**src/rtl/core/csra_pkg.sv**
```systemverilog
// csra_pkg: shared field widths, codes and control types for the seat-run allocator
// no dependencies; used by csra_ctrl, csra_datapath, the top level and the checker
package csra_pkg;

	// field and register widths
	localparam int ACT_W      = 2;
	localparam int LEN_W      = 5;
	localparam int IDX_W      = 4;
	localparam int STS_W      = 2;
	localparam int CFG_IDX_W  = 2;
	localparam int CFG_DATA_W = 5;
	localparam int SIZE_W     = 5;
	localparam int SCAN_W     = 6;

	// request actions
	localparam logic [ACT_W-1:0] ACT_RESERVE = 2'd0;
	localparam logic [ACT_W-1:0] ACT_OCCUPY  = 2'd1;
	localparam logic [ACT_W-1:0] ACT_RELEASE = 2'd2;
	localparam logic [ACT_W-1:0] ACT_NONE    = 2'd3;

	// result status codes
	localparam logic [STS_W-1:0] ST_OK     = 2'd0;
	localparam logic [STS_W-1:0] ST_NO_RUN = 2'd1;
	localparam logic [STS_W-1:0] ST_RANGE  = 2'd2;
	localparam logic [STS_W-1:0] ST_TAKEN  = 2'd3;

	// configuration register indexes
	localparam logic [CFG_IDX_W-1:0] CFG_ROWS  = 2'd0;
	localparam logic [CFG_IDX_W-1:0] CFG_SEATS = 2'd1;

	// what the datapath loads into its pending result
	typedef logic [2:0] pend_sel_t;
	localparam pend_sel_t PEND_NONE   = 3'd0;
	localparam pend_sel_t PEND_ZERO   = 3'd1;
	localparam pend_sel_t PEND_NO_RUN = 3'd2;
	localparam pend_sel_t PEND_RANGE  = 3'd3;
	localparam pend_sel_t PEND_GRANT  = 3'd4;
	localparam pend_sel_t PEND_SINGLE = 3'd5;

	// controller to datapath commands
	typedef struct packed {
		logic      req_load;
		logic      scan_step;
		logic      single_rd;
		pend_sel_t pend_sel;
		logic      out_load;
	} ctl_cmd_t;

	// datapath to controller status
	typedef struct packed {
		logic is_reserve;
		logic zero_len;
		logic too_long;
		logic range_bad;
		logic hit;
		logic scan_done;
	} dp_sts_t;

endpackage

```
**src/rtl/core/csra_ctrl.sv**
```systemverilog
// csra_ctrl: sequencing state machine and output valid register for the allocator
// depends on csra_pkg; drives csra_datapath through ctl_cmd_t
module csra_ctrl (
	input  logic               clk,
	input  logic               arst_n,
	input  logic               in_valid,
	output logic               in_ready,
	output logic               out_valid,
	input  logic               out_ready,
	input  csra_pkg::dp_sts_t  sts,
	output csra_pkg::ctl_cmd_t cmd
);
	import csra_pkg::*;

	localparam logic [2:0] S_IDLE      = 3'd0;
	localparam logic [2:0] S_DECIDE    = 3'd1;
	localparam logic [2:0] S_SCAN      = 3'd2;
	localparam logic [2:0] S_SINGLE_RD = 3'd3;
	localparam logic [2:0] S_SINGLE_EV = 3'd4;
	localparam logic [2:0] S_FINISH    = 3'd5;

	logic [2:0] state_q;
	logic [2:0] state_d;
	logic       out_valid_q;

	assign in_ready  = (state_q == S_IDLE);
	assign out_valid = out_valid_q;

	// next state and commands
	always_comb begin
		cmd     = '0;
		state_d = state_q;
		unique case (state_q)
			S_IDLE: begin
				if (in_valid) begin
					cmd.req_load = 1'b1;
					state_d      = S_DECIDE;
				end
			end
			S_DECIDE: begin
				if (sts.is_reserve) begin
					priority if (sts.zero_len) begin
						cmd.pend_sel = PEND_ZERO;
						state_d      = S_FINISH;
					end else if (sts.too_long) begin
						cmd.pend_sel = PEND_NO_RUN;
						state_d      = S_FINISH;
					end else begin
						state_d = S_SCAN;
					end
				end else if (sts.range_bad) begin
					cmd.pend_sel = PEND_RANGE;
					state_d      = S_FINISH;
				end else begin
					state_d = S_SINGLE_RD;
				end
			end
			S_SCAN: begin
				cmd.scan_step = 1'b1;
				priority if (sts.hit) begin
					cmd.pend_sel = PEND_GRANT;
					state_d      = S_FINISH;
				end else if (sts.scan_done) begin
					cmd.pend_sel = PEND_NO_RUN;
					state_d      = S_FINISH;
				end
			end
			S_SINGLE_RD: begin
				cmd.single_rd = 1'b1;
				state_d       = S_SINGLE_EV;
			end
			S_SINGLE_EV: begin
				cmd.pend_sel = PEND_SINGLE;
				state_d      = S_FINISH;
			end
			S_FINISH: begin
				if (!out_valid_q || out_ready) begin
					cmd.out_load = 1'b1;
					state_d      = S_IDLE;
				end
			end
			default: begin
				state_d = S_IDLE;
			end
		endcase
	end

	// state and output valid
	always_ff @(posedge clk or negedge arst_n) begin
		if (!arst_n) begin
			state_q     <= S_IDLE;
			out_valid_q <= 1'b0;
		end else begin
			state_q <= state_d;
			if (cmd.out_load) begin
				out_valid_q <= 1'b1;
			end else if (out_ready) begin
				out_valid_q <= 1'b0;
			end
		end
	end

endmodule

```
**src/rtl/core/csra_datapath.sv**
```systemverilog
// csra_datapath: occupancy memory, size registers, run search and result registers
// depends on csra_pkg; commanded by csra_ctrl
module csra_datapath #(
	parameter int MAX_ROWS  = 16,
	parameter int MAX_SEATS = 16
) (
	input  logic                                  clk,
	input  logic                                  arst_n,
	input  csra_pkg::ctl_cmd_t                    cmd,
	output csra_pkg::dp_sts_t                     sts,
	input  logic                                  cfg_valid,
	input  logic [csra_pkg::CFG_IDX_W-1:0]        cfg_index,
	input  logic [csra_pkg::CFG_DATA_W-1:0]       cfg_data,
	input  logic [csra_pkg::ACT_W-1:0]            action,
	input  logic [csra_pkg::LEN_W-1:0]            run_length,
	input  logic [csra_pkg::IDX_W-1:0]            row_index,
	input  logic [csra_pkg::IDX_W-1:0]            seat_index,
	output logic [csra_pkg::STS_W-1:0]            status,
	output logic [csra_pkg::IDX_W-1:0]            granted_row,
	output logic [csra_pkg::IDX_W-1:0]            granted_first_seat
);
	import csra_pkg::*;

	localparam int ROW_AW  = (MAX_ROWS > 1) ? $clog2(MAX_ROWS) : 1;
	localparam int SEAT_AW = (MAX_SEATS > 1) ? $clog2(MAX_SEATS) : 1;

	// size registers
	logic [SIZE_W-1:0] rows_q;
	logic [SIZE_W-1:0] seats_q;
	logic [SIZE_W-1:0] nr;
	logic [SIZE_W-1:0] ns;

	// latched request
	logic [ACT_W-1:0] req_act_q;
	logic [LEN_W-1:0] req_len_q;
	logic [IDX_W-1:0] req_row_q;
	logic [IDX_W-1:0] req_seat_q;

	// occupancy memory and per-row valid bits
	logic [MAX_SEATS-1:0] mem [MAX_ROWS];
	logic [MAX_ROWS-1:0]  row_valid_q;

	// scan and read stage
	logic [SCAN_W-1:0]    scan_row_q;
	logic                 scan_more;
	logic                 issue;
	logic [ROW_AW-1:0]    rd_addr;
	logic [MAX_SEATS-1:0] rd_data_s1;
	logic [ROW_AW-1:0]    rd_row_s1;
	logic                 rd_vld_s1;
	logic                 rd_live_s1;
	logic [MAX_SEATS-1:0] rd_word;

	// run search
	logic [MAX_SEATS-1:0] run_mask;
	logic [MAX_SEATS-1:0] cand;
	logic                 found;
	logic [SEAT_AW-1:0]   found_pos;
	logic [MAX_SEATS-1:0] seat_bit;
	logic                 seat_taken;

	// write back
	logic                 wr_en;
	logic [MAX_SEATS-1:0] wr_data;

	// pending and output result
	logic [STS_W-1:0] pend_status_q;
	logic [IDX_W-1:0] pend_row_q;
	logic [IDX_W-1:0] pend_seat_q;
	logic [STS_W-1:0] status_q;
	logic [IDX_W-1:0] row_q;
	logic [IDX_W-1:0] seat_q;

	// effective sizes, clamped to the built array
	assign nr = (rows_q < MAX_ROWS) ? rows_q : SIZE_W'(MAX_ROWS);
	assign ns = (seats_q < MAX_SEATS) ? seats_q : SIZE_W'(MAX_SEATS);

	// configuration writes
	always_ff @(posedge clk or negedge arst_n) begin
		if (!arst_n) begin
			rows_q  <= SIZE_W'(9);
			seats_q <= SIZE_W'(10);
		end else if (cfg_valid) begin
			unique case (cfg_index)
				CFG_ROWS:  rows_q  <= cfg_data;
				CFG_SEATS: seats_q <= cfg_data;
				default: begin
				end
			endcase
		end
	end

	// request capture
	always_ff @(posedge clk) begin
		if (cmd.req_load) begin
			req_act_q  <= action;
			req_len_q  <= run_length;
			req_row_q  <= row_index;
			req_seat_q <= seat_index;
		end
	end

	// decision flags
	assign sts.is_reserve = (req_act_q == ACT_RESERVE);
	assign sts.zero_len   = (req_len_q == '0);
	assign sts.too_long   = (req_len_q > ns);
	assign sts.range_bad  = (req_act_q == ACT_NONE) ||
		({1'b0, req_row_q} >= ns - ns + nr) || ({1'b0, req_seat_q} >= ns);

	// row scan counter
	assign scan_more = ({1'b0, nr} > scan_row_q);
	assign issue     = (cmd.scan_step && scan_more) || cmd.single_rd;
	assign rd_addr   = cmd.single_rd ? ROW_AW'(req_row_q) : ROW_AW'(scan_row_q);

	always_ff @(posedge clk or negedge arst_n) begin
		if (!arst_n) begin
			scan_row_q <= '0;
			rd_vld_s1  <= 1'b0;
		end else begin
			rd_vld_s1 <= issue;
			if (cmd.req_load) begin
				scan_row_q <= '0;
			end else if (cmd.scan_step && scan_more) begin
				scan_row_q <= scan_row_q + SCAN_W'(1);
			end
		end
	end

	// registered memory read
	always_ff @(posedge clk) begin
		if (issue) begin
			rd_data_s1 <= mem[rd_addr];
			rd_live_s1 <= row_valid_q[rd_addr];
			rd_row_s1  <= rd_addr;
		end
	end

	// a row never written reads as all free
	assign rd_word = rd_live_s1 ? rd_data_s1 : '0;

	// first-fit search over start positions of one row
	always_comb begin
		found     = 1'b0;
		found_pos = '0;
		for (int i = 0; i < MAX_SEATS; i++) begin
			run_mask[i] = (i < int'(req_len_q));
		end
		for (int s = 0; s < MAX_SEATS; s++) begin
			cand[s] = ((s + int'(req_len_q)) <= int'(ns)) &&
				((rd_word & (run_mask << s)) == '0);
		end
		for (int s = MAX_SEATS - 1; s >= 0; s--) begin
			if (cand[s]) begin
				found     = 1'b1;
				found_pos = SEAT_AW'(s);
			end
		end
	end

	assign sts.hit       = rd_vld_s1 && found;
	assign sts.scan_done = !rd_vld_s1 && !scan_more;

	// single seat lookup
	always_comb begin
		for (int i = 0; i < MAX_SEATS; i++) begin
			seat_bit[i] = (i == int'(req_seat_q));
		end
	end
	assign seat_taken = |(rd_word & seat_bit);

	// write-back data
	always_comb begin
		wr_en   = 1'b0;
		wr_data = rd_word;
		if (cmd.pend_sel == PEND_GRANT) begin
			wr_en   = 1'b1;
			wr_data = rd_word | (run_mask << found_pos);
		end else if (cmd.pend_sel == PEND_SINGLE) begin
			if (req_act_q == ACT_OCCUPY) begin
				wr_en   = !seat_taken;
				wr_data = rd_word | seat_bit;
			end else begin
				wr_en   = 1'b1;
				wr_data = rd_word & ~seat_bit;
			end
		end
	end

	always_ff @(posedge clk) begin
		if (wr_en) begin
			mem[rd_row_s1] <= wr_data;
		end
	end

	always_ff @(posedge clk or negedge arst_n) begin
		if (!arst_n) begin
			row_valid_q <= '0;
		end else if (wr_en) begin
			row_valid_q[rd_row_s1] <= 1'b1;
		end
	end

	// pending result
	always_ff @(posedge clk) begin
		unique case (cmd.pend_sel)
			PEND_ZERO: begin
				pend_status_q <= ST_OK;
				pend_row_q    <= '0;
				pend_seat_q   <= '0;
			end
			PEND_NO_RUN: begin
				pend_status_q <= ST_NO_RUN;
				pend_row_q    <= '0;
				pend_seat_q   <= '0;
			end
			PEND_RANGE: begin
				pend_status_q <= ST_RANGE;
				pend_row_q    <= req_row_q;
				pend_seat_q   <= req_seat_q;
			end
			PEND_GRANT: begin
				pend_status_q <= ST_OK;
				pend_row_q    <= IDX_W'(rd_row_s1);
				pend_seat_q   <= IDX_W'(found_pos);
			end
			PEND_SINGLE: begin
				pend_status_q <= (req_act_q == ACT_OCCUPY && seat_taken) ? ST_TAKEN : ST_OK;
				pend_row_q    <= req_row_q;
				pend_seat_q   <= req_seat_q;
			end
			default: begin
			end
		endcase
	end

	// output register
	always_ff @(posedge clk) begin
		if (cmd.out_load) begin
			status_q <= pend_status_q;
			row_q    <= pend_row_q;
			seat_q   <= pend_seat_q;
		end
	end

	assign status             = status_q;
	assign granted_row        = row_q;
	assign granted_first_seat = seat_q;

endmodule

```
**src/rtl/core/contiguous_seat_run_allocator.sv**
```systemverilog
// contiguous_seat_run_allocator: top level, first-fit contiguous seat-run allocator
// depends on csra_pkg, csra_ctrl and csra_datapath
//
//  channel  handshake              payload
//  in       in_valid / in_ready    action, run_length, row_index, seat_index
//  out      out_valid / out_ready  status, granted_row, granted_first_seat
//  cfg      cfg_valid / cfg_ready  cfg_index, cfg_data
//
// one item at a time; in_ready is high only while the sequencer is idle
// reserve: the memory is read one row per cycle, in row order, until the run is found in
// a row or all min(rows_in_use, MAX_ROWS) rows are read; with no rows in use none is read
// occupy and release read one row and write it back unless the seat is taken; zero count and refused requests read none
// reset clears the map at once through per-row valid bits; no clearing pass
// a stalled out beat holds its result; a new in beat is still taken meanwhile
module contiguous_seat_run_allocator #(
	parameter int MAX_ROWS  = 16,
	parameter int MAX_SEATS = 16
) (
	input  logic                            clk,
	input  logic                            arst_n,
	input  logic                            in_valid,
	output logic                            in_ready,
	input  logic [csra_pkg::ACT_W-1:0]      action,
	input  logic [csra_pkg::LEN_W-1:0]      run_length,
	input  logic [csra_pkg::IDX_W-1:0]      row_index,
	input  logic [csra_pkg::IDX_W-1:0]      seat_index,
	output logic                            out_valid,
	input  logic                            out_ready,
	output logic [csra_pkg::STS_W-1:0]      status,
	output logic [csra_pkg::IDX_W-1:0]      granted_row,
	output logic [csra_pkg::IDX_W-1:0]      granted_first_seat,
	input  logic                            cfg_valid,
	output logic                            cfg_ready,
	input  logic [csra_pkg::CFG_IDX_W-1:0]  cfg_index,
	input  logic [csra_pkg::CFG_DATA_W-1:0] cfg_data
);
	import csra_pkg::*;

	ctl_cmd_t cmd;
	dp_sts_t  sts;

	// size registers are always writable
	assign cfg_ready = 1'b1;

	// sequencer
	csra_ctrl u_ctrl (
		.clk       (clk),
		.arst_n    (arst_n),
		.in_valid  (in_valid),
		.in_ready  (in_ready),
		.out_valid (out_valid),
		.out_ready (out_ready),
		.sts       (sts),
		.cmd       (cmd)
	);

	// map, search and result registers
	csra_datapath #(
		.MAX_ROWS  (MAX_ROWS),
		.MAX_SEATS (MAX_SEATS)
	) u_dp (
		.clk                (clk),
		.arst_n             (arst_n),
		.cmd                (cmd),
		.sts                (sts),
		.cfg_valid          (cfg_valid),
		.cfg_index          (cfg_index),
		.cfg_data           (cfg_data),
		.action             (action),
		.run_length         (run_length),
		.row_index          (row_index),
		.seat_index         (seat_index),
		.status             (status),
		.granted_row        (granted_row),
		.granted_first_seat (granted_first_seat)
	);

endmodule

```
**config.mk**
```make
export PLATFORM = sky130hd
export DESIGN_NAME = contiguous_seat_run_allocator
export DESIGN_NICKNAME = d
export VERILOG_FILES = /design/src/rtl/core/csra_pkg.sv /design/src/rtl/core/csra_ctrl.sv /design/src/rtl/core/csra_datapath.sv /design/src/rtl/core/contiguous_seat_run_allocator.sv
export SDC_FILE = /design/constraint.sdc
export NUM_CORES = 1
export LEC_CHECK = 0
export ABC_AREA = 0
export BUFFER_PORTS_ARGS = -buffer_cell sky130_fd_sc_hd__buf_2
export CAP_MARGIN = 30
export CORE_ASPECT_RATIO = 0.8
export CORE_MARGIN = 1
export CORE_UTILIZATION = 45
export DETAILED_ROUTE_END_ITERATION = 10
export HOLD_SLACK_MARGIN = 0.06
export PLACE_DENSITY = 0.65
export SLEW_MARGIN = 20
export SYNTH_ARGS = -nofsm -noshare
export SYNTH_HDL_FRONTEND = slang
export SYNTH_SLANG_ARGS = --single-unit
```
**constraint.sdc**
```tcl
create_clock -name clk -period 4.7 [get_ports clk]
set_clock_uncertainty 0.1 [all_clocks]
set_input_delay 0.94 -clock clk [delete_from_list [all_inputs] [get_ports clk]]
set_output_delay 0.94 -clock clk [all_outputs]
set_load 0.005 [all_outputs]
```
==> results of run 1 <==
==> timing repair <==
action / in CTS / in global routing
setup buffers: 3 / 13
gates cloned: 0 / 2
hold endpoints to repair: 0 / 0
pin swaps: 1 / 16
gates resized for setup: 6 / 90
setup endpoints to repair: 80 / 465
==> synth_stat cells, drive strengths merged, types with 23 or more instances <==
cell type  number  share of area [%]
nand2         340                6.7
edfxtp        312                 49
nand3         162                4.3
nor2           85                1.7
ha             80                5.3
clkbuf         72                1.4
a21oi          60                1.6
inv            51                1.0
o21ai          47                1.3
buf            45                1.3
a311oi         37                1.7
a31oi          33                1.1
dfrtp          33                4.4
nand2b         30                1.0
and3           28               0.92
xnor2          24                1.1
nor3           23               0.61
==> power breakdown <==
part / switching [mW] / leakage (nW) / total, mW / internal [mW]
Sequential: 0.267 / 3.32 / 4.24 / 3.98
Combinational: 4.05 / 5.02 / 6.90 / 2.85
Clock: 1.20 / 0.585 / 2.89 / 1.69
Total: 5.52 / 8.93 / 14.0 / 8.51
==> kinds of logic (layout without fill, tap and decap cells) <==
logic type	Yosys count	count (layout)	share of synthesized area, %
buffers and inverters	169	400	3.77
multiplexers	36	36	2.18
AO/OA/AOI/OAI	369	369	14.3
adder cells (fa/ha/maj)	81	81	5.38
other	1	2	0.0198
flip-flops	349	349	54.3
AND/OR/NAND/NOR	758	758	18.7
XOR/XNOR	30	30	1.39
==> layout by cell type (no fill, tap or decap), types with 33 or more instances in the layout <==
cell	n
a311oi_1	36
edfxtp_1	312
nand3_1	161
inv_1	42
clkbuf_16	38
ha_1	68
a21oi_1	53
nor2_1	69
buf_2	38
dfrtp_1	33
buf_4	206
nand2_1	337
==> area by class of cell <==
type | count | area, µm²
Tap cell | 544 | 681
Inverter | 52 | 200
Fill cell | 3456 | 17900
Multi-Input combinational cell | 1275 | 8410
Antenna cell | 1 | 2.50
Clock buffer | 48 | 1010
Clock inverter | 16 | 183
Timing Repair Buffer | 284 | 2470
Sequential cell | 349 | 10300
==> how the worst max path moves through the flow <==
| stage | cells past startpoint | startpoint | slack [ps] | endpoint |
|---|---|---|---|---|
| 2_1_floorplan | 20 | u_dp.req_len_q[2] | 20 | u_dp.mem[12][0] |
| 3_3_place_gp | 17 | u_dp.req_len_q[2] | -260 | u_dp.mem[2][15] |
| 3_5_place_dp | 17 | u_dp.req_len_q[2] | -190 | u_dp.mem[2][15] |
| 4_1_cts | 20 | u_dp.req_len_q[4] | 7 | u_dp.mem[14][15] |
| 5_1_grt | 17 | u_dp.req_len_q[1] | -50 | u_dp.mem[0][14] |
| 6_report | 18 | u_dp.req_len_q[2] | 70 | u_dp.mem[7][14] |
==> through the flow <==
stage | utilization [%] | hold slack, ps | worst slack (ps) | cell area (µm²) | instances
after floorplan | - | 300 | 21.9 | 19000 | 1793
after global placement | 52.3 | 304 | -261 | 21500 | 2482
after detailed placement | 52.3 | 305 | -189 | 21500 | 2484
after CTS | 55.3 | 317 | 7.22 | 22800 | 2551
after global routing | 56.6 | 193 | -49.5 | 23300 | 2569
final | 56.6 | 193 | 66.2 | 23300 | 2569
==> sequential cells by signal, indices dropped and copies added (netlist names) <==
name and flops:
u_dp.req_row_q 4, u_dp.pend_row_q 4, u_dp.rows_q 5, u_dp.rd_vld_s1 1, u_dp.req_act_q 2, u_dp.granted_row 4
u_dp.granted_first_seat 4, u_dp.seats_q 5, u_dp.row_valid_q 16, u_dp.scan_row_q 6, u_dp.pend_seat_q 4, u_dp.rd_data_s1 16
u_dp.rd_live_s1 1, u_dp.status 2, u_dp.req_seat_q 4, u_dp.mem 256, u_dp.req_len_q 5, u_ctrl.out_valid 1
u_ctrl.state_q 3, u_dp.pend_status_q 2, u_dp.rd_row_s1 4
==> metal layers <==
metal	track usage (%)	up-vias	share of wire, %
met4	8.32	2	2.6
met2	42.7	737	43
met3	5.33	113	8.6
met5	0	-	0.015
li1	-	7100	-
met1	42.8	7652	46
==> flow_summary.ini, run 1 <==
[pwr]
finalPower_mw = 14.0
powerDensity_nw_per_um2 = 603
ir_drop_uv = 659
p_leak_nw = 8.93

[critical_path]
crit_buf_inv = 6
arrival_ps = 4830
reg2reg_to = u_dp.mem[7][14]
crit_slowest_cell = or4b_4
cp_max_fo = 20
critPathMaxStageDelay_ps = 610
ff2ff_path_depth = 18
r2r_setup_slack_ps = 70
crit_path_end_kind = flop
critPathTopFamily = simple AND/OR/NAND/NOR gates
cp.required_ps = 4890
crit_chain = buf_4, buf_12, ha_4, buf_4, nor2b_1, o21ai_2, a221o_1, nor3_2, buf_4, or2_1, or4b_4, o31ai_4, buf_6, nand3_2, nor2_2, mux2i_1, o211ai_1, buf_4
r2r_start = u_dp.req_len_q[2]
worstSetupStartpointType = flop
crit_type = reg -> reg
crit_top_cell = buf_4

[global_routing]
grt_pass1_vias = 14800
grt_usage_pct = 28.8
grt_max_degree = 137
antenna_found_initial = 2
overflow = 0
grt_first_pass_wirelength_um = 92300

[cts]
cts.clk_slew.worst_paths_ps = 60
clock_sinks = 349
clockRootBuffer = clkbuf_16
cts_hold_buf = 0
clk_latency_ps = 560
cts_tree = built
cts_htree_levels = 2
cts_max_path_buffers = 3
cts_buffers = 37

[timing]
rsz0062_at_grt = true
hold_viol = 0
final.period_utilization_pct = 98.6
setup_tns_ps = 0
final.min_clock_period_ps = 4630
relSlewSlack_pct = 38.7
setup-violations-final = 0
final-max-slew-violation-count = 0
tightest_slew_ps = 914
fmax_ghz = 0.216

[logic_synthesis]
synth_ff_type = edfxtp_1
synth_edf_count = 312
synth_seq_cells = 349
synth_cells = 1793
yosysWarningCount = 0
ys_seq_area_share_pct = 54.3
synth.distinct_cells = 99
netlist_area_um2 = 19000
synth.avg_cell_area_um2 = 10.6
synthArstFlopShare_pct = 10.6
synthesis.nets = 1901

[die]
ioPinCount = 40
die_h_um = 186
dieWidth_um = 232
rows = 66
dieArea_um2 = 43000
core-area_um2 = 41100
initial_core_util_pct = 46.1

[detailed_routing]
drc_errors = 0
num_vias = 15600
drt_iter0_drc = 1653
routed_via_density = 6.07
drt_first_pass_iters = 6
final_antenna_net_count = 0
wl_um = 62000
routedWlPerCell_um = 24.1

[placement]
post-dp-hpwl_um = 42400
port_buffers = 38
gp_congestion = 1.02

[status]
status = completed

[layout]
fin_nets = 2107
area_delta_synth_final_pct = 22.6
layout-drive-gt1-share_pct = 23.4

[min_path]
min_path_type = in -> async

[flow_run]
maxCapViolCount = 0
No activity file was read; power rests on OpenSTA's default activity.
==> run 2: changes to the inputs <==
--- a/config.mk
+++ b/config.mk
@@ -11,8 +11,10 @@
 export CORE_ASPECT_RATIO = 0.8
 export CORE_MARGIN = 1
 export CORE_UTILIZATION = 45
+export CTS_BUF_LIST = sky130_fd_sc_hd__clkbuf_16
 export DETAILED_ROUTE_END_ITERATION = 10
 export HOLD_SLACK_MARGIN = 0.06
+export MAX_ROUTING_LAYER = met4
 export PLACE_DENSITY = 0.65
 export SLEW_MARGIN = 20
 export SYNTH_ARGS = -nofsm -noshare
==> run 2 against run 1 <==
The run now ends with negative setup slack left. Sequential cell count stayed put. Design area is 4.5% higher. Non-clock buffer count rose by 93. Clock-buffer cell count decreased by 11. Die area unchanged.
==> flow_summary.ini, run 2 (synthesized netlist as in run 1, its figures left out) <==
[cts]
cts_hold_buf = 0
cts_max_path_buffers = 3
clock_sinks = 349
cts_tree = built
clk_latency_ps = 560
cts_buffers = 37
cts.clk_slew.worst_paths_ps = 60
cts_htree_levels = 2
clockRootBuffer = clkbuf_16

[pwr]
power.switching_mw = 5.68
combPwrFrac_pct = 49.7
p_seq_share_pct = 29.7
clockPowerShare_pct = 20.6
ir_drop_uv = 909
internal_power_mw = 8.64
p_sw_share_pct = 39.6
powerDensity_nw_per_um2 = 589
p_leak_nw = 9.50

[layout]
layout-drive-gt1-share_pct = 27.4
largest_reg_flops = 256
fin_nets = 2200
final_cell_mix = 336 x nand2_1, 312 x edfxtp_1, 277 x buf_4
area_delta_synth_final_pct = 28.2
regMostFlops = u_dp.mem
top_regs = u_dp.mem (256), u_dp.rd_data_s1 (16), u_dp.row_valid_q (16)
final_common_cell = nand2_1

[timing]
hold_viol = 0
timing.final.ws_setup_ps = -47.1
final-max-slew-violation-count = 0
setup_tns_ps = -1060
tightest_slew_ps = 862
final.period_utilization_pct = 101
final.min_clock_period_ps = 4750
setup-violations-final = 32
fmax_ghz = 0.211
relSlewSlack_pct = 42.4
rsz0062_at_grt = true

[die]
rows = 66
dieArea_um2 = 43000
die_h_um = 186
dieWidth_um = 232
initial_core_util_pct = 46.1
ioPinCount = 40
core-area_um2 = 41100

[critical_path]
crit_slowest_cell = or4b_4
ff2ff_path_depth = 21
cp_max_fo = 8
r2r_setup_slack_ps = -50
critPathMaxStageDelay_ps = 560
crit_type = reg -> reg
reg2reg_to = u_dp.mem[15][14]
cp.required_ps = 4900
r2r_start = u_dp.req_len_q[2]
worstSetupStartpointType = flop
critPathTopFamily = simple AND/OR/NAND/NOR gates
crit_top_cell = buf_6
crit_path_end_kind = flop
crit_chain = buf_6, ha_4, a21oi_4, xnor2_2, ha_1, nand2_2, a211o_1, a21oi_2, nor3_2, buf_4, or2_4, or4b_4, buf_6, o31ai_4, buf_6, nand3_4, nor2_4, mux2i_1, o211ai_1, buf_4, buf_6
crit_buf_inv = 6
arrival_ps = 4940

[placement]
gp_congestion = 1.06
port_buffers = 38
pre_cts_slack_ps = -399
post-dp-hpwl_um = 43200

[global_routing]
grt_pass1_vias = 14900
grt_first_pass_wirelength_um = 92800
overflow = 0
grt_max_degree = 137
antenna_found_initial = 1
grt_usage_pct = 29.9

[detailed_routing]
drc_errors = 0
final_antenna_net_count = 0
drt_first_pass_iters = 6
routedWlPerCell_um = 23.7
drt_iter0_drc = 1932
routed_via_density = 6.03
wl_um = 63100
num_vias = 16100

[min_path]
min_path_type = in -> async

[flow_run]
maxCapViolCount = 0

[status]
status = complete, but fails checks
violations = negative setup slack
run 2: changes by cell type in the layout (fill, tap and decap cells not counted), moves of 4 or more:
cell	before	now
buf_4	206	277
buf_12	32	43
buf_6	7	17
clkbuf_1	8	0
inv_1	42	48
ha_2	8	3
a211oi_2	5	1
a21oi_1	53	49
run 2: worst max-delay path by stage:
stage                       from               end  cells past startpoint
5_1_grt        u_dp.req_len_q[2]  u_dp.mem[14][14]                     21
3_5_place_dp   u_dp.req_len_q[1]   u_dp.mem[12][3]                     20
2_1_floorplan  u_dp.req_len_q[2]   u_dp.mem[12][0]                     20
6_report       u_dp.req_len_q[2]  u_dp.mem[15][14]                     21
4_1_cts        u_dp.req_len_q[2]  u_dp.mem[11][14]                     19
3_3_place_gp   u_dp.req_len_q[1]  u_dp.mem[13][13]                     17
run 2: layer usage:
metal / track usage (%) / share of wire (%) / wire (µm) / vias to the layer above
li1: - / - / - / 7308
met1: 43.8 / 45 / 28600 / 7840
met2: 42.8 / 43 / 27200 / 790
met3: 5.41 / 9.3 / 5850 / 114
met4: 7.05 / 2.2 / 1380 / 0
met5: - / 0 / 0 / -
run 2: cell type report:
class	instances	area [µm²]
flip-flops and latches	349	10300
clock buffers	37	926
diodes	1	2.50
multi-input cells	1275	8560
repair buffers	377	3360
fillers	3372	16800
inverters	52	200
clock inverters	27	279
well taps	544	681
run 2: metrics by stage:
step | hold slack [ps] | util (%) | instance area [µm²] | std cells | power, mW
after floorplan | 300 | - | 19000 | 1793 | 8.00
after global placement | 304 | 53.5 | 22000 | 2551 | 10.6
after detailed placement | 307 | 53.6 | 22000 | 2553 | 10.7
after CTS | 321 | 57.0 | 23400 | 2624 | 13.8
after global routing | 242 | 59.1 | 24300 | 2662 | 15.0
final | 230 | 59.1 | 24300 | 2662 | 14.3
run 2: power by group through the flow:
stage | sequential (mW) | clock, mW | combinational [mW]
2_1_floorplan | 4.16 | 0 | 3.85
3_3_place_gp | 4.29 | 0 | 6.33
3_5_place_dp | 4.29 | 0 | 6.39
4_1_cts | 4.24 | 2.99 | 6.53
5_1_grt | 4.28 | 3.11 | 7.64
6_report | 4.25 | 2.95 | 7.12
run 2: what timing repair did:
action,in CTS,in global routing
gates resized for setup,30,91
cloned,1,0
setup endpoints to repair,512,525
pin swaps,3,27
buffers inserted,6,36
==> run 3: changes to the inputs <==
--- a/config.mk
+++ b/config.mk
@@ -14,7 +14,6 @@
 export CTS_BUF_LIST = sky130_fd_sc_hd__clkbuf_16
 export DETAILED_ROUTE_END_ITERATION = 10
 export HOLD_SLACK_MARGIN = 0.06
-export MAX_ROUTING_LAYER = met4
 export PLACE_DENSITY = 0.65
 export SLEW_MARGIN = 20
 export SYNTH_ARGS = -nofsm -noshare
==> run 3 against run 2 <==
The run now ends clean. Die area unchanged. Design area decreased by 4.4%. Global-route usage decreased by 1.1 points. Clock power decreased by 4%. Fmax increased by 2.3%. Via count decreased by 2.4%. Register-to-register slack improved by 110 ps. Routed wire length decreased by 1.6%. Setup slack improved by 110 ps. Largest power group unchanged. Highest routed layer is now met5.
==> flow_summary.ini, run 3 (synthesized netlist as in run 1, its figures left out) <==
[layout]
fin_nets = 2107
regMostFlops = u_dp.mem
layout-drive-gt1-share_pct = 23.3
final_area_um2 = 23200
final_cell_mix = 337 x nand2_1, 312 x edfxtp_1, 206 x buf_4
largest_reg_flops = 256
final_common_cell = nand2_1
area_delta_synth_final_pct = 22.5
top_regs = u_dp.mem (256), u_dp.rd_data_s1 (16), u_dp.row_valid_q (16)

[global_routing]
overflow = 0
grt_first_pass_wirelength_um = 92300
grt_usage_pct = 28.8
grt_max_degree = 137
grt_pass1_vias = 14800
antenna_found_initial = 2

[detailed_routing]
routed_via_density = 6.10
wl_um = 62000
drt_first_pass_iters = 6
routedWlPerCell_um = 24.2
final_antenna_net_count = 0
drc_errors = 0
drt_iter0_drc = 1623
num_vias = 15700

[die]
die_h_um = 186
rows = 66
ioPinCount = 40
initial_core_util_pct = 46.1
dieWidth_um = 232
core-area_um2 = 41100
dieArea_um2 = 43000

[pwr]
clockPowerShare_pct = 20.3
combPwrFrac_pct = 49.4
p_leak_nw = 8.95
powerDensity_nw_per_um2 = 602
ir_drop_uv = 658
finalPower_mw = 14.0
internal_power_mw = 8.46
p_seq_share_pct = 30.3
p_sw_share_pct = 39.5
power.switching_mw = 5.53

[cts]
clockRootBuffer = clkbuf_16
cts.clk_slew.worst_paths_ps = 60
cts_max_path_buffers = 3
cts_buffers = 37
clk_latency_ps = 560
clock_sinks = 349
cts_tree = built
cts_htree_levels = 2

[placement]
post-dp-hpwl_um = 42400
port_buffers = 38
gp_congestion = 1.02
dpl_cell_area_um2 = 21500
pre_cts_slack_ps = -189

[timing]
setup-violations-final = 0
tightest_slew_ps = 907
relSlewSlack_pct = 39.2
final.min_clock_period_ps = 4640
timing.final.ws_setup_ps = 59.3
fmax_ghz = 0.215
hold_viol = 0
rsz0062_at_grt = true
final-max-slew-violation-count = 0
final.period_utilization_pct = 98.7

[critical_path]
cp.required_ps = 4890
worstSetupStartpointType = flop
cp_max_fo = 20
crit_path_end_kind = flop
crit_type = reg -> reg
arrival_ps = 4830
r2r_start = u_dp.req_len_q[2]
cp-startpoint = u_dp.req_len_q[2]

[min_path]
min_path_type = in -> async

[status]
status = completed

[flow_run]
maxCapViolCount = 0
[run 3: cell count changes in the layout (fill, tap and decap cells not counted), sizes merged]
cell,change
buf,-93
bufinv,-2
clkbuf,+1
clkinv,+1
clkinvlp,-2
inv,+2
[run 3: final cells by class]
class,count,area [µm²]
clock buffer,38,951
antenna,1,2.50
inverter,52,200
clock inverter,26,220
tap,544,681
multi-input combinational,1275,8410
fill,3460,17900
sequential,349,10300
timing repair buffer,284,2470
[run 3: worst paths after layout]
kind	depth (start not counted)	to	slack (ps)
max in group asynchronous	2	u_dp.seats_q[1]	3760
min reg2reg	0	u_dp.status[0]	320
max reg2reg	17	u_dp.mem[13][14]	60
min in group clk	0	u_dp.status[0]	320
max	17	u_dp.mem[13][14]	60
min	1	u_dp.row_valid_q[15]	190
[run 3: repair_timing]
action | 4_1_cts | 5_1_grt
cloned | 0 | 2
pin swaps | 1 | 16
hold buffers | 0 | 0
setup endpoints to repair | 80 | 465
setup buffers | 3 | 13
resized for setup | 6 | 90
[run 3: stage by stage]
step | setup TNS, ps | instances | util [%] | hold WS [ps]
2_1_floorplan | 0 | 1793 | - | 300
4_1_cts | 0 | 2551 | 55.3 | 317
3_5_place_dp | -4650 | 2484 | 52.3 | 305
5_1_grt | -1420 | 2569 | 56.5 | 193
6_report | 0 | 2569 | 56.5 | 191
3_3_place_gp | -12680 | 2482 | 52.3 | 304
[run 3: layer usage]
layer | GRT usage (%) | wire length (µm) | up-vias
met4 | 8.32 | 1640 | 2
met5 | 0 | 9 | -
met1 | 42.8 | 28400 | 7754
met3 | 5.33 | 5000 | 115
met2 | 42.7 | 27000 | 690
li1 | - | - | 7098
[run 3: worst max-delay path, cell delays in order (launching register included)]
cell,delay (ps)
edfxtp_1,480
buf_4,190
buf_12,160
ha_4,190
a21oi_1,160
xnor2_1,170
ha_1,290
and4_1,180
o2111a_1,280
or2_1,240
or4b_4,620
o31ai_4,310
buf_6,150
nand3_2,100
nor2_2,140
mux2i_1,190
o211ai_1,200
buf_4,220
[run 3: power groups by stage]
stage,clock [mW],combinational (mW),sequential [mW]
after floorplan,0,3.85,4.16
after global placement,0,6.33,4.29
after detailed placement,0,6.34,4.29
after CTS,2.89,6.40,4.23
after global routing,3.01,7.45,4.27
final,2.84,6.91,4.24
